--- src/hdl/mtba_pkg.sv ---
`timescale 1ns / 1ps
// ============================================================================
// mtba_pkg
// Shared types, constants and helpers of the masked trapezoid block average.
// ============================================================================
package mtba_pkg;

    localparam int MAX_CELL_WIDTH_DEF  = 64;
    localparam int MAX_CELL_LAYERS_DEF = 64;

    localparam int SIZE_W      = 7;
    localparam int VALUE_W     = 32;
    localparam int STEP_W      = 31;
    localparam int MARGIN_W    = 16;
    localparam int INDEX_W     = 12;
    localparam int OFFSET_W    = 6;
    localparam int SUM_W       = 64;
    localparam int WEIGHT_W    = 22;
    localparam int PROD_W      = INDEX_W + STEP_W;
    localparam int DEPTH_W     = PROD_W + 2;
    localparam int DIV_STEPS   = SUM_W;
    localparam int DIV_CNT_W   = $clog2(DIV_STEPS);
    localparam int IN_DATA_W   = 128;
    localparam int APB_ADDR_W  = 5;
    localparam int APB_DATA_W  = 32;
    localparam int REG_IDX_W   = 3;

    localparam logic [SIZE_W-1:0]    CELL_WIDTH_RST    = 7'd4;
    localparam logic [SIZE_W-1:0]    CELL_LAYERS_RST   = 7'd4;
    localparam logic [VALUE_W-1:0]   DEPTH_ORIGIN_RST  = 32'd0;
    localparam logic [STEP_W-1:0]    DEPTH_STEP_RST    = 31'd65536;
    localparam logic [MARGIN_W-1:0]  BOTTOM_MARGIN_RST = 16'd1;

    typedef enum logic [REG_IDX_W-1:0] {
        REG_CELL_WIDTH    = 3'd0,
        REG_CELL_LAYERS   = 3'd1,
        REG_DEPTH_ORIGIN  = 3'd2,
        REG_DEPTH_STEP    = 3'd3,
        REG_BOTTOM_MARGIN = 3'd4
    } reg_idx_t;

    typedef struct packed {
        logic [SIZE_W-1:0]          cell_width;
        logic [SIZE_W-1:0]          cell_layers;
        logic signed [VALUE_W-1:0]  depth_origin;
        logic [STEP_W-1:0]          depth_step;
        logic [MARGIN_W-1:0]        bottom_margin;
    } cfg_t;

    typedef struct packed {
        logic capture;
        logic accum;
        logic div_step;
        logic load_out;
    } dp_cmd_t;

    typedef struct packed {
        logic last;
        logic div_last;
        logic out_free;
    } dp_stat_t;

    function automatic logic [SIZE_W-1:0] clamp_size(input logic [SIZE_W-1:0] v,
                                                     input logic [8:0] maxv);
        logic [SIZE_W-1:0] res;
        if (v < 7'd2)
        begin
            res = 7'd2;
        end
        else if ({2'b00, v} > maxv)
        begin
            res = maxv[SIZE_W-1:0];
        end
        else
        begin
            res = v;
        end
        return res;
    endfunction

endpackage

--- src/hdl/mtba_cfg.sv ---
`timescale 1ns / 1ps
// ============================================================================
// mtba_cfg
// Configuration register file with an APB-style access port.
// ============================================================================
module mtba_cfg
    import mtba_pkg::*;
#(
    parameter int MAX_CELL_WIDTH  = MAX_CELL_WIDTH_DEF,
    parameter int MAX_CELL_LAYERS = MAX_CELL_LAYERS_DEF
)
(
    input  logic                  clk,
    input  logic                  rst_n,
    input  logic                  psel,
    input  logic                  penable,
    input  logic                  pwrite,
    input  logic [APB_ADDR_W-1:0] paddr,
    input  logic [APB_DATA_W-1:0] pwdata,
    output logic [APB_DATA_W-1:0] prdata,
    output logic                  pready,
    output cfg_t                  cfg
);

    cfg_t           cfg_reg;
    logic           wr_en;
    reg_idx_t       idx;

    assign pready = 1'b1;
    assign wr_en  = psel & penable & pwrite;
    assign idx    = reg_idx_t'(paddr[APB_ADDR_W-1:2]);
    assign cfg    = cfg_reg;

    always_ff @(posedge clk or negedge rst_n)
    begin
        if (!rst_n)
        begin
            cfg_reg.cell_width    <= CELL_WIDTH_RST;
            cfg_reg.cell_layers   <= CELL_LAYERS_RST;
            cfg_reg.depth_origin  <= DEPTH_ORIGIN_RST;
            cfg_reg.depth_step    <= DEPTH_STEP_RST;
            cfg_reg.bottom_margin <= BOTTOM_MARGIN_RST;
        end
        else if (wr_en)
        begin
            unique case (idx)
                REG_CELL_WIDTH:
                    cfg_reg.cell_width <= clamp_size(pwdata[SIZE_W-1:0],
                                                     9'(MAX_CELL_WIDTH));
                REG_CELL_LAYERS:
                    cfg_reg.cell_layers <= clamp_size(pwdata[SIZE_W-1:0],
                                                      9'(MAX_CELL_LAYERS));
                REG_DEPTH_ORIGIN:  cfg_reg.depth_origin  <= pwdata;
                REG_DEPTH_STEP:    cfg_reg.depth_step    <= pwdata[STEP_W-1:0];
                REG_BOTTOM_MARGIN: cfg_reg.bottom_margin <= pwdata[MARGIN_W-1:0];
                default: ;
            endcase
        end
    end

    always_comb
    begin
        unique case (idx)
            REG_CELL_WIDTH:    prdata = {25'd0, cfg_reg.cell_width};
            REG_CELL_LAYERS:   prdata = {25'd0, cfg_reg.cell_layers};
            REG_DEPTH_ORIGIN:  prdata = cfg_reg.depth_origin;
            REG_DEPTH_STEP:    prdata = {1'b0, cfg_reg.depth_step};
            REG_BOTTOM_MARGIN: prdata = {16'd0, cfg_reg.bottom_margin};
            default:           prdata = '0;
        endcase
    end

endmodule

--- src/hdl/mtba_ctrl.sv ---
`timescale 1ns / 1ps
// ============================================================================
// mtba_ctrl
// Sequencer for sample capture, accumulation, division and result hand-off.
// ============================================================================
module mtba_ctrl
    import mtba_pkg::*;
(
    input  logic     clk,
    input  logic     rst_n,
    input  logic     s_tvalid,
    output logic     s_tready,
    input  dp_stat_t stat,
    output dp_cmd_t  cmd
);

    typedef enum logic [3:0] {
        ST_IDLE = 4'b0001,
        ST_ACC  = 4'b0010,
        ST_DIV  = 4'b0100,
        ST_FIN  = 4'b1000
    } state_t;

    state_t state_reg;
    state_t state_next;

    always_ff @(posedge clk or negedge rst_n)
    begin
        if (!rst_n)
        begin
            state_reg <= ST_IDLE;
        end
        else
        begin
            state_reg <= state_next;
        end
    end

    always_comb
    begin
        state_next   = state_reg;
        s_tready     = 1'b0;
        cmd          = '0;
        unique case (state_reg)
            ST_IDLE:
            begin
                s_tready    = 1'b1;
                cmd.capture = s_tvalid;
                if (s_tvalid)
                begin
                    state_next = ST_ACC;
                end
            end
            ST_ACC:
            begin
                cmd.accum  = 1'b1;
                state_next = stat.last ? ST_DIV : ST_IDLE;
            end
            ST_DIV:
            begin
                cmd.div_step = 1'b1;
                if (stat.div_last)
                begin
                    state_next = ST_FIN;
                end
            end
            ST_FIN:
            begin
                cmd.load_out = stat.out_free;
                if (stat.out_free)
                begin
                    state_next = ST_IDLE;
                end
            end
            default:
            begin
                state_next = ST_IDLE;
            end
        endcase
    end

endmodule

--- src/hdl/mtba_dp.sv ---
`timescale 1ns / 1ps
// ============================================================================
// mtba_dp
// Depth test, trapezoid weighting, accumulators, bit-serial divider and
// output register.
// ============================================================================
module mtba_dp
    import mtba_pkg::*;
(
    input  logic                 clk,
    input  logic                 rst_n,
    input  cfg_t                 cfg,
    input  dp_cmd_t              cmd,
    output dp_stat_t             stat,
    input  logic [IN_DATA_W-1:0] s_tdata,
    input  logic                 s_tuser,
    input  logic                 s_tlast,
    output logic                 m_tvalid,
    input  logic                 m_tready,
    output logic [VALUE_W-1:0]   m_tdata,
    output logic                 m_tuser
);

    logic [VALUE_W-1:0]  val_reg;
    logic                nodata_reg;
    logic [VALUE_W-1:0]  top_reg;
    logic [VALUE_W-1:0]  bot_reg;
    logic [OFFSET_W-1:0] ox_reg;
    logic [OFFSET_W-1:0] oy_reg;
    logic [OFFSET_W-1:0] oz_reg;
    logic                last_reg;
    logic [PROD_W-1:0]   prod_reg;

    logic [SUM_W-1:0]    sum_reg;
    logic [SUM_W-1:0]    sum_next;
    logic [WEIGHT_W-1:0] wsum_reg;
    logic [WEIGHT_W-1:0] wsum_next;

    logic [SUM_W-1:0]    dvd_reg;
    logic [WEIGHT_W-1:0] rem_reg;
    logic [WEIGHT_W-1:0] div_w_reg;
    logic                neg_reg;
    logic [DIV_CNT_W-1:0] cnt_reg;

    logic                out_valid_reg;
    logic [VALUE_W-1:0]  out_data_reg;
    logic                out_nodata_reg;

    logic signed [DEPTH_W-1:0] depth;
    logic signed [DEPTH_W-1:0] limit;
    logic                in_layer;
    logic                face_x;
    logic                face_y;
    logic                face_z;
    logic [1:0]          faces;
    logic [1:0]          shamt;
    logic [SUM_W-1:0]    term;
    logic                take;
    logic                div_init;
    logic [SUM_W-1:0]    mag;
    logic [WEIGHT_W:0]   trial;
    logic                ge;
    logic [WEIGHT_W:0]   rem_dbl;
    logic [SUM_W:0]      quot;
    logic [VALUE_W-1:0]  avg;

    // Depth of the sample against the layer between top and bottom minus margin.
    assign depth  = DEPTH_W'($signed(cfg.depth_origin)) + $signed({2'b00, prod_reg});
    assign limit  = DEPTH_W'($signed(bot_reg)) - $signed({{(DEPTH_W-MARGIN_W){1'b0}},
                                                         cfg.bottom_margin});
    assign in_layer = (depth >= DEPTH_W'($signed(top_reg))) && (depth < limit);

    assign face_x = (ox_reg == '0) || ({1'b0, ox_reg} == cfg.cell_width - 7'd1);
    assign face_y = (oy_reg == '0) || ({1'b0, oy_reg} == cfg.cell_width - 7'd1);
    assign face_z = (oz_reg == '0) || ({1'b0, oz_reg} == cfg.cell_layers - 7'd1);
    assign faces  = 2'(face_x) + 2'(face_y) + 2'(face_z);
    assign shamt  = 2'd3 - faces;
    assign term   = SUM_W'($signed(val_reg)) << shamt;
    assign take   = !nodata_reg && in_layer;

    assign sum_next  = take ? sum_reg + term : sum_reg;
    assign wsum_next = take ? wsum_reg + (WEIGHT_W'(4'd8) >> faces) : wsum_reg;
    assign div_init  = cmd.accum && last_reg;
    assign mag       = sum_next[SUM_W-1] ? (SUM_W'(0) - sum_next) : sum_next;

    assign trial = {rem_reg, dvd_reg[SUM_W-1]};
    assign ge    = trial >= {1'b0, div_w_reg};

    // Round half away from zero on the magnitude, then saturate.
    assign rem_dbl = {rem_reg, 1'b0};
    assign quot    = {1'b0, dvd_reg} + (SUM_W+1)'(rem_dbl >= {1'b0, div_w_reg});

    always_comb
    begin
        if (neg_reg)
        begin
            if (quot > (SUM_W+1)'(33'h080000000))
            begin
                avg = 32'h80000000;
            end
            else
            begin
                avg = 32'd0 - quot[VALUE_W-1:0];
            end
        end
        else if (quot > (SUM_W+1)'(32'h7FFFFFFF))
        begin
            avg = 32'h7FFFFFFF;
        end
        else
        begin
            avg = quot[VALUE_W-1:0];
        end
    end

    always_ff @(posedge clk)
    begin
        if (cmd.capture)
        begin
            val_reg    <= s_tdata[31:0];
            nodata_reg <= s_tuser;
            top_reg    <= s_tdata[63:32];
            bot_reg    <= s_tdata[95:64];
            ox_reg     <= s_tdata[113:108];
            oy_reg     <= s_tdata[119:114];
            oz_reg     <= s_tdata[125:120];
            last_reg   <= s_tlast;
            prod_reg   <= s_tdata[107:96] * cfg.depth_step;
        end
        if (div_init)
        begin
            dvd_reg   <= mag;
            rem_reg   <= '0;
            div_w_reg <= wsum_next;
            neg_reg   <= sum_next[SUM_W-1];
        end
        else if (cmd.div_step)
        begin
            dvd_reg <= {dvd_reg[SUM_W-2:0], ge};
            rem_reg <= ge ? WEIGHT_W'(trial - {1'b0, div_w_reg}) : trial[WEIGHT_W-1:0];
        end
        if (cmd.load_out)
        begin
            out_nodata_reg <= (div_w_reg == '0);
            out_data_reg   <= (div_w_reg == '0) ? '0 : avg;
        end
    end

    always_ff @(posedge clk or negedge rst_n)
    begin
        if (!rst_n)
        begin
            sum_reg       <= '0;
            wsum_reg      <= '0;
            cnt_reg       <= '0;
            out_valid_reg <= 1'b0;
        end
        else
        begin
            if (cmd.accum)
            begin
                sum_reg  <= last_reg ? '0 : sum_next;
                wsum_reg <= last_reg ? '0 : wsum_next;
            end
            if (div_init)
            begin
                cnt_reg <= '0;
            end
            else if (cmd.div_step)
            begin
                cnt_reg <= cnt_reg + 1'b1;
            end
            if (cmd.load_out)
            begin
                out_valid_reg <= 1'b1;
            end
            else if (m_tready)
            begin
                out_valid_reg <= 1'b0;
            end
        end
    end

    assign stat.last     = last_reg;
    assign stat.div_last = (cnt_reg == DIV_CNT_W'(DIV_STEPS - 1));
    assign stat.out_free = !out_valid_reg || m_tready;

    assign m_tvalid = out_valid_reg;
    assign m_tdata  = out_data_reg;
    assign m_tuser  = out_nodata_reg;

endmodule

--- src/hdl/masked_trapezoid_block_average.sv ---
`timescale 1ns / 1ps
// ============================================================================
// masked_trapezoid_block_average
// Trapezoid-weighted mean of the valid fine samples of one coarse cell.
// ============================================================================
// Samples of one coarse cell enter on the s_ stream, one word each, with
// s_tlast on the final sample. A sample is taken when it is not flagged
// no-data in s_tuser and its depth lies inside the layer; it is weighted
// by one half for every cell face it sits on and accumulated.
// Each sample passes a capture cycle holding the depth multiply and an
// accumulate cycle holding the depth compare and the adders. The final
// sample then runs a one-bit-per-cycle restoring divider, and a last step
// rounds and loads the output register once it is free; m_tuser flags a
// cell with no valid sample, and then m_tdata is zero.
// The output register holds a result until m_tready; meanwhile samples of
// the next cell are taken, and only a second finished cell waits for it.
// Reset clears the accumulators and the output valid and loads the
// register defaults. Configuration is written over the APB port; the user
// is to write it only while idle, as the block itself does not enforce it.
// ============================================================================
module masked_trapezoid_block_average
    import mtba_pkg::*;
#(
    parameter int MAX_CELL_WIDTH  = MAX_CELL_WIDTH_DEF,
    parameter int MAX_CELL_LAYERS = MAX_CELL_LAYERS_DEF
)
(
    input  logic                  clk,
    input  logic                  rst_n,
    input  logic                  psel,
    input  logic                  penable,
    input  logic                  pwrite,
    input  logic [APB_ADDR_W-1:0] paddr,
    input  logic [APB_DATA_W-1:0] pwdata,
    output logic [APB_DATA_W-1:0] prdata,
    output logic                  pready,
    input  logic                  s_tvalid,
    output logic                  s_tready,
    // sample_value, surface_top, surface_bottom, depth_index, offset_x,
    // offset_y, offset_z, zero fill
    input  logic [IN_DATA_W-1:0]  s_tdata,
    // sample_no_data
    input  logic                  s_tuser,
    input  logic                  s_tlast,
    output logic                  m_tvalid,
    input  logic                  m_tready,
    // cell_average
    output logic [VALUE_W-1:0]    m_tdata,
    // cell_no_data
    output logic                  m_tuser
);

    cfg_t     cfg;
    dp_cmd_t  cmd;
    dp_stat_t stat;

    mtba_cfg #(
        .MAX_CELL_WIDTH  (MAX_CELL_WIDTH),
        .MAX_CELL_LAYERS (MAX_CELL_LAYERS)
    ) u_cfg (
        .clk     (clk),
        .rst_n   (rst_n),
        .psel    (psel),
        .penable (penable),
        .pwrite  (pwrite),
        .paddr   (paddr),
        .pwdata  (pwdata),
        .prdata  (prdata),
        .pready  (pready),
        .cfg     (cfg)
    );

    mtba_ctrl u_ctrl (
        .clk      (clk),
        .rst_n    (rst_n),
        .s_tvalid (s_tvalid),
        .s_tready (s_tready),
        .stat     (stat),
        .cmd      (cmd)
    );

    mtba_dp u_dp (
        .clk      (clk),
        .rst_n    (rst_n),
        .cfg      (cfg),
        .cmd      (cmd),
        .stat     (stat),
        .s_tdata  (s_tdata),
        .s_tuser  (s_tuser),
        .s_tlast  (s_tlast),
        .m_tvalid (m_tvalid),
        .m_tready (m_tready),
        .m_tdata  (m_tdata),
        .m_tuser  (m_tuser)
    );

endmodule

--- config.mk ---
export PLATFORM = sky130hd
export DESIGN_NAME = masked_trapezoid_block_average
export DESIGN_NICKNAME = d
export VERILOG_FILES = /design/src/hdl/mtba_pkg.sv /design/src/hdl/mtba_cfg.sv /design/src/hdl/mtba_ctrl.sv /design/src/hdl/mtba_dp.sv /design/src/hdl/masked_trapezoid_block_average.sv
export SDC_FILE = /design/constraint.sdc
export NUM_CORES = 2
export LEC_CHECK = 0
export ABC_AREA = 1
export ABC_CLOCK_PERIOD_IN_PS = 22000
export BUFFER_PORTS_ARGS = -buffer_cell sky130_fd_sc_hd__buf_2
export CELL_PAD_IN_SITES_DETAIL_PLACEMENT = 1
export CELL_PAD_IN_SITES_GLOBAL_PLACEMENT = 1
export CORE_ASPECT_RATIO = 0.5
export CORE_MARGIN = 2
export CORE_UTILIZATION = 47
export DETAILED_ROUTE_END_ITERATION = 12
export GPL_TIMING_DRIVEN = 1
export PLACE_DENSITY = 0.81
export SETUP_SLACK_MARGIN = 0.2
export SYNTH_ARGS = -nofsm -noshare
export SYNTH_HDL_FRONTEND = slang
export SYNTH_SLANG_ARGS = --single-unit
--- constraint.sdc ---
create_clock -name clk -period 22 [get_ports clk]
set_input_delay 0 -clock clk [delete_from_list [all_inputs] [get_ports clk]]
set_output_delay 0 -clock clk [all_outputs]
set_load 0.05 [all_outputs]
== Word-level counts from Yosys, hierarchy flattened ==
Cells that the tools add are included.

* Register bits: 491
* Input bits: 174
* Output and inout port bits: 68
* Word-level logic and storage cells: 117

* Add/subtract/negate cells: 14
* Multiply operators: 1
* $lt $le $gt $ge: 8
* Equal/unequal tests: 15
* Shift-type cells: 2
* Mux-type cells: 28
* Bitwise logic cells: 2
* Reduce and logical (&&, ||, !) cells: 22

{| class="wikitable"
|+ Operators by type and width
! kind !! number
|-
| 64-bit two-way mux || 5
|-
| 32-bit case mux with 5 select lines || 1
|-
| 32-bit two-way mux || 3
|-
| 22-bit two-way mux || 3
|-
| 64-bit by 1-bit adder with 65-bit output || 1
|-
| 65-bit by 31-bit > comparator with 1-bit output (second input constant) || 1
|-
| 65-bit by 32-bit > comparator with 1-bit output (second input constant) || 1
|-
| 64-bit adder || 1
|-
| 64-bit by 2-bit left shift with 64-bit output || 1
|-
| 1-bit by 64-bit subtractor with 64-bit output (first input constant) || 1
|-
| 23-bit by 22-bit greater-or-equal comparator with 1-bit output || 2
|-
| 32-bit by 44-bit adder with 45-bit output || 1
|-
| 45-bit by 32-bit greater-or-equal comparator with 1-bit output || 1
|-
| 45-bit less-than comparator || 1
|-
| 12-bit by 31-bit multiplier with 43-bit output || 1
|-
| 32-bit by 17-bit subtractor with 33-bit output || 1
|-
| 1-bit by 32-bit subtractor with 32-bit output (first input constant) || 1
|-
| 22-bit adder || 1
|-
| 22-bit zero test || 1
|-
| 4-bit by 2-bit >> shifter with 22-bit output (first input constant) || 1
|-
| 22-bit subtractor || 1
|-
| 6-bit by 7-bit == test with 1-bit output || 3
|-
| 6-bit zero test || 3
|-
| 4-bit case mux with 4 select lines || 1
|-
| other kinds (30) || 55
|}

== Longest topological paths before layout ==
* Word-level depth: 12
* Mapped depth: 48
* Depth with buffers taken out: 47

== Hierarchy ==
From an unflattened synthesis, not the netlist that was laid out.

* Cell total of the unflattened synthesis: 6,925
* Area total of the unflattened synthesis: 49,815.3 um2

{| class="wikitable"
|+ By module, submodules not included
! module !! times used !! cells each !! area each (um2) !! sequential area each (um2)
|-
| mtba_dp || 1 || 6,358 || 45,207.1 || 11,145.7
|-
| mtba_cfg || 1 || 533 || 4,372.9 || 2,332.2
|-
| mtba_ctrl || 1 || 34 || 235.2 || 101.3
|}

== Worst setup path after synthesis ==
Ideal clock, no wire load.

* Path kind: reg-to-reg
* From: register u_ctrl.state_reg[1]
* To: register u_dp.bot_reg[0], enable pin
* Library setup time: 1,067 ps
* Arrival time: 15,595 ps
* Data required time: 20,933 ps
* Slack: 5,338 ps
* Stages on the path, launching flop included: 2
* Path buffers: 0
* Period minus slack after synthesis: 16,662 ps
* Cells stage by stage: dfrtp_1 -> nor4_1

{| class="wikitable"
|+ RTL lines
! element !! RTL line !! source
|-
| from (decl) || mtba_ctrl.sv:24 || <nowiki>state_t state_reg;</nowiki>
|-
| from (signal assigned) || mtba_ctrl.sv:35 || <nowiki>state_reg <= state_next;</nowiki>
|-
| to (signal assigned) || mtba_dp.sv:123 || <nowiki>bot_reg <= s_tdata[95:64];</nowiki>
|-
| to (decl) || mtba_dp.sv:27 || <nowiki>logic [VALUE_W-1:0] bot_reg;</nowiki>
|}

== Worst setup path after layout ==
* From: register u_cfg.cfg_reg, in the netlist u_cfg.cfg[0]
* To: register u_dp.dvd_reg[58], data pin

* Cells in the longest elaborated chain, start to end: 8

{| class="wikitable"
|+ RTL lines
! element !! RTL line !! source
|-
| from (decl) || mtba_cfg.sv:25 || <nowiki>cfg_t cfg_reg;</nowiki>
|-
| 32-bit by 17-bit subtractor with 33-bit output (*) || mtba_dp.sv:69 || <nowiki>assign limit = DEPTH_W'($signed(bot_reg)) - $signed({{(DEPTH_W-MARGIN_W){1'b0}},</nowiki>
|-
| 45-bit less-than comparator (*) || mtba_dp.sv:71 || <nowiki>assign in_layer = (depth >= DEPTH_W'($signed(top_reg))) && (depth < limit);</nowiki>
|-
| 1-bit logical AND (*) || mtba_dp.sv:71 ||
|-
| 1-bit logical AND (*) || mtba_dp.sv:79 || <nowiki>assign take = !nodata_reg && in_layer;</nowiki>
|-
| 64-bit two-way mux (*) || mtba_dp.sv:81 || <nowiki>assign sum_next = take ? sum_reg + term : sum_reg;</nowiki>
|-
| 1-bit by 64-bit subtractor with 64-bit output || mtba_dp.sv:84 || <nowiki>assign mag = sum_next[SUM_W-1] ? (SUM_W'(0) - sum_next) : sum_next;</nowiki>
|-
| 64-bit two-way mux (*) || mtba_dp.sv:84 ||
|-
| 64-bit two-way mux (*) || mtba_dp.sv:130 || <nowiki>if (div_init)</nowiki>
|-
| to (signal assigned) || mtba_dp.sv:132 || <nowiki>dvd_reg <= mag;</nowiki>
|-
| to (signal assigned) || mtba_dp.sv:139 || <nowiki>dvd_reg <= {dvd_reg[SUM_W-2:0], ge};</nowiki>
|-
| to (decl) || mtba_dp.sv:39 || <nowiki>logic [SUM_W-1:0] dvd_reg;</nowiki>
|}

Every way passes the cells marked *; elsewhere a longest branch is shown, timed or not.
A chain may end at the register's enable or synchronous reset.

==> out/qor.yml <==
status: "finished, final reports clean"
vias: 46448
synth_cell_types: 74
grt_use_total: 0.3311
cpMostUsedCell: "nand2_1"
io_buffer_count: 236
hold_path.class: "input pin to register"
core_area_mm2: 0.1030
yosys-top-cells-area: "edfxtp_1 17%, nand2_1 14%, fa_1 12%"
skew_ns: 0.03076
p_leak_nw: 27.22
hold_violations: 0
vias_per_cell: 5.531
cts_buffers: 51
dr.pass1.iters: 5
finalCritPeriodShare: 0.4127
clk_path_buf_depth: 3
ys_warn_count: 0
dp.final_hpwl_um: 135300
largest_reg_flops: 93
drv_slew: 0
synth-seq-cells: 491
ant_nets: 0
gp_congestion: 0.9471
rows: 83
critPathKind: "register to register"
die_h_um: 232.3
finalCriticalPeriod_ns: 9.080
grt_pass1_vias: 50258
htree_num_levels: 2
pre_cts_ws_ns: 13.22
fillers: 13200
setup_tns_ns: 0
clkTransAtPathRegs_ns: 0.09
drv_cap: 0
root_buffer: "clkbuf_16"
start_util: 0.4757
drive_above_1_share: 0.06858
top_level_ports: 242
cts_tree: "yes"
slowest_stage: "dfstp_2"
cp-end-kind: "register"
area_delta_synth_final_pct: 11.75
crit_path_start_kind: "register"
netlist_instances: 6654
synth_area_mm2: 0.04901
remaining_drc_errors: 0
postSynth.asyncResetShare: 0.3870
power_density_mw_per_mm2: 165.9
reg2reg_slack_ns: 12.92
setup_viol: 0
max_stage_delay_ns: 0.59
nNetsFinal: 7741
worstPathRequired_ns: 22.36
tightest_slew_ns: 1.189
timing.final.ws_setup_ns: 12.92
drtIter0Drc: 3006
synth_edf_count: 279
grt_overflow: 0
grt_pass1_wl_um: 279300
cts.repair.resized: 0
final_util: 0.5316
vdd_drop_max_mv: 0.1025
yosysTopAreaCell: "edfxtp_1"
wl_per_cell_um: 21.03
grt_max_degree: 160
cp_max_fo: 87
synth_top_area_share: 0.1709
syn_area_per_cell_um2: 7.366
slew-limit-headroom: 0.2074
cts_sinks: 491
synth_flop_cell: "edfxtp_1"
grt_antenna_before_repair: 11
yosysSeqAreaShare: 0.2771
wirelength_um: 176600
cts_setup_buffers: 0
fp.dieW_um: 460.7
rsz0062_at_grt: "false"
syn_nets: 7452
insertion_delay_ns: 0.65
timing.fmax_mhz: 110.1
design.die.area_mm2: 0.1070
critical_path_arrival_ns: 9.44
## report_power, final
group | switching [W] | internal [W]
clock network | 0.000435 | 0.000517
logic | 0.00438 | 0.00214
registers | 0.000268 | 0.00135
total | 0.00508 | 0.00401
## synthesized netlist by cell type (all sizes together) (2+ instances only)
cell type / instances
xor2: 221
o211ai: 22
dfstp: 5
o32ai: 2
a211oi: 5
a22o: 21
o21a: 9
nor3b: 9
nor2: 612
dfrtp: 185
fa: 296
or2: 9
o21ai: 450
nand4: 87
inv: 1074
dfxtp: 22
a21boi: 9
o221ai: 5
nor4: 40
buf: 34
nand3: 265
o22ai: 22
or4: 3
a21o: 11
a21oi: 330
a31oi: 18
and2: 9
o21bai: 13
xnor2: 82
nand3b: 18
clkinv: 4
clkbuf: 148
nand2: 1886
a221oi: 9
ha: 328
o31ai: 7
o41ai: 2
nor3: 96
edfxtp: 279
## path summary, 6_finish.rpt
kind,startpoint,endpoint,depth (start not counted)
hold / removal,s_tdata[80],u_dp.bot_reg[16]$_DFFE_PP_,2
setup / recovery,u_cfg.cfg[0]$_DFFE_PN1P_,u_dp.dvd_reg[58]$_DFFE_PP_,43
min in group asynchronous,rst_n,u_ctrl.state_reg[0]$_DFFE_PN1P_,3
hold reg to reg,u_dp.rem_reg[2]$_SDFFE_PP0P_,u_dp.rem_reg[2]$_SDFFE_PP0P_,2
max in group asynchronous,rst_n,u_cfg.cfg[68]$_DFFE_PN0P_,4
setup reg to reg,u_cfg.cfg[0]$_DFFE_PN1P_,u_dp.dvd_reg[58]$_DFFE_PP_,43
## worst max-delay path: cells and delay by family, from the launching register on
kind                     cells  cell delay [ns]
AO/OA/AOI/OAI                7             1.64
buffers and inverters        3             0.71
adder cells (fa/ha/maj)      4             1.28
AND/OR/NAND/NOR             29             4.50
flip-flops                   1             0.59
## routing by layer
metal,vias up,GRT usage,share of wire
met4,0,0.1372,0.044
li1,21840,-,-
met1,22995,0.4186,0.43
met3,401,0.03600,0.045
met2,1212,0.5777,0.48
met5,-,0,0
## layout by cell type (no fill, tap or decap), drive strengths merged, types with 21 or more instances in the layout
cell,Yosys,layout
edfxtp,279,279
nor4,40,40
nand2,1886,1886
dfxtp,22,22
inv,1074,1080
nor3,96,96
o21ai,450,450
ha,328,328
dfrtp,185,185
dlygate4sd3,0,159
nor2,612,612
fa,296,296
xor2,221,221
xnor2,82,82
clkinv,4,25
buf,34,258
nand4,87,87
a21oi,330,330
a22o,21,21
o22ai,22,22
o211ai,22,22
nand3,265,265
clkbuf,148,60
## kinds of logic (layout without fill, tap and decap cells)
family | count (synthesis) | after routing | synth area share
AND/OR/NAND/NOR | 3034 | 3034 | 0.2590
flip-flops | 491 | 491 | 0.2771
multiplexers | 1 | 1 | 0.0002042
AO/OA/AOI/OAI | 940 | 940 | 0.1053
XOR/XNOR | 303 | 303 | 0.05445
adder cells (fa/ha/maj) | 624 | 624 | 0.2046
other | 1 | 11 | 0.00007651
buffers and inverters | 1260 | 1591 | 0.09931
## repair_timing
action                                 4_1_cts  5_1_grt
endpoints found under the hold margin      280        0
setup endpoints to repair                    0        0
hold buffers                               160        0
## final cells by class
cell class | count | area [µm²] | area share
multi-input combinational | 4903 | 30610 | 0.5589
sequential | 491 | 13580 | 0.2479
inverter | 1078 | 4051 | 0.07397
timing repair buffer | 418 | 2987 | 0.05453
tap | 1402 | 1754 | 0.03203
clock buffer | 59 | 1379 | 0.02518
clock inverter | 36 | 385.4 | 0.007036
antenna | 10 | 25.02 | 0.0004569
## per-stage QoR
| step | area, µm² | total power [W] | hold WS, ns | instances |
|---|---|---|---|---|
| after CTS | 54740 | 0.009015 | 0.04225 | 8387 |
| after global placement | 51360 | 0.007707 | 0.06013 | 8132 |
| after detailed placement | 51360 | 0.008007 | 0.06127 | 8132 |
| final | 54770 | 0.009088 | 0.06038 | 8397 |
| after floorplan | 49010 | 0.006179 | -0.2956 | 6654 |
| after global routing | 54770 | 0.009945 | 0.05588 | 8397 |
Note: power is estimated with default switching activity, not from simulation.
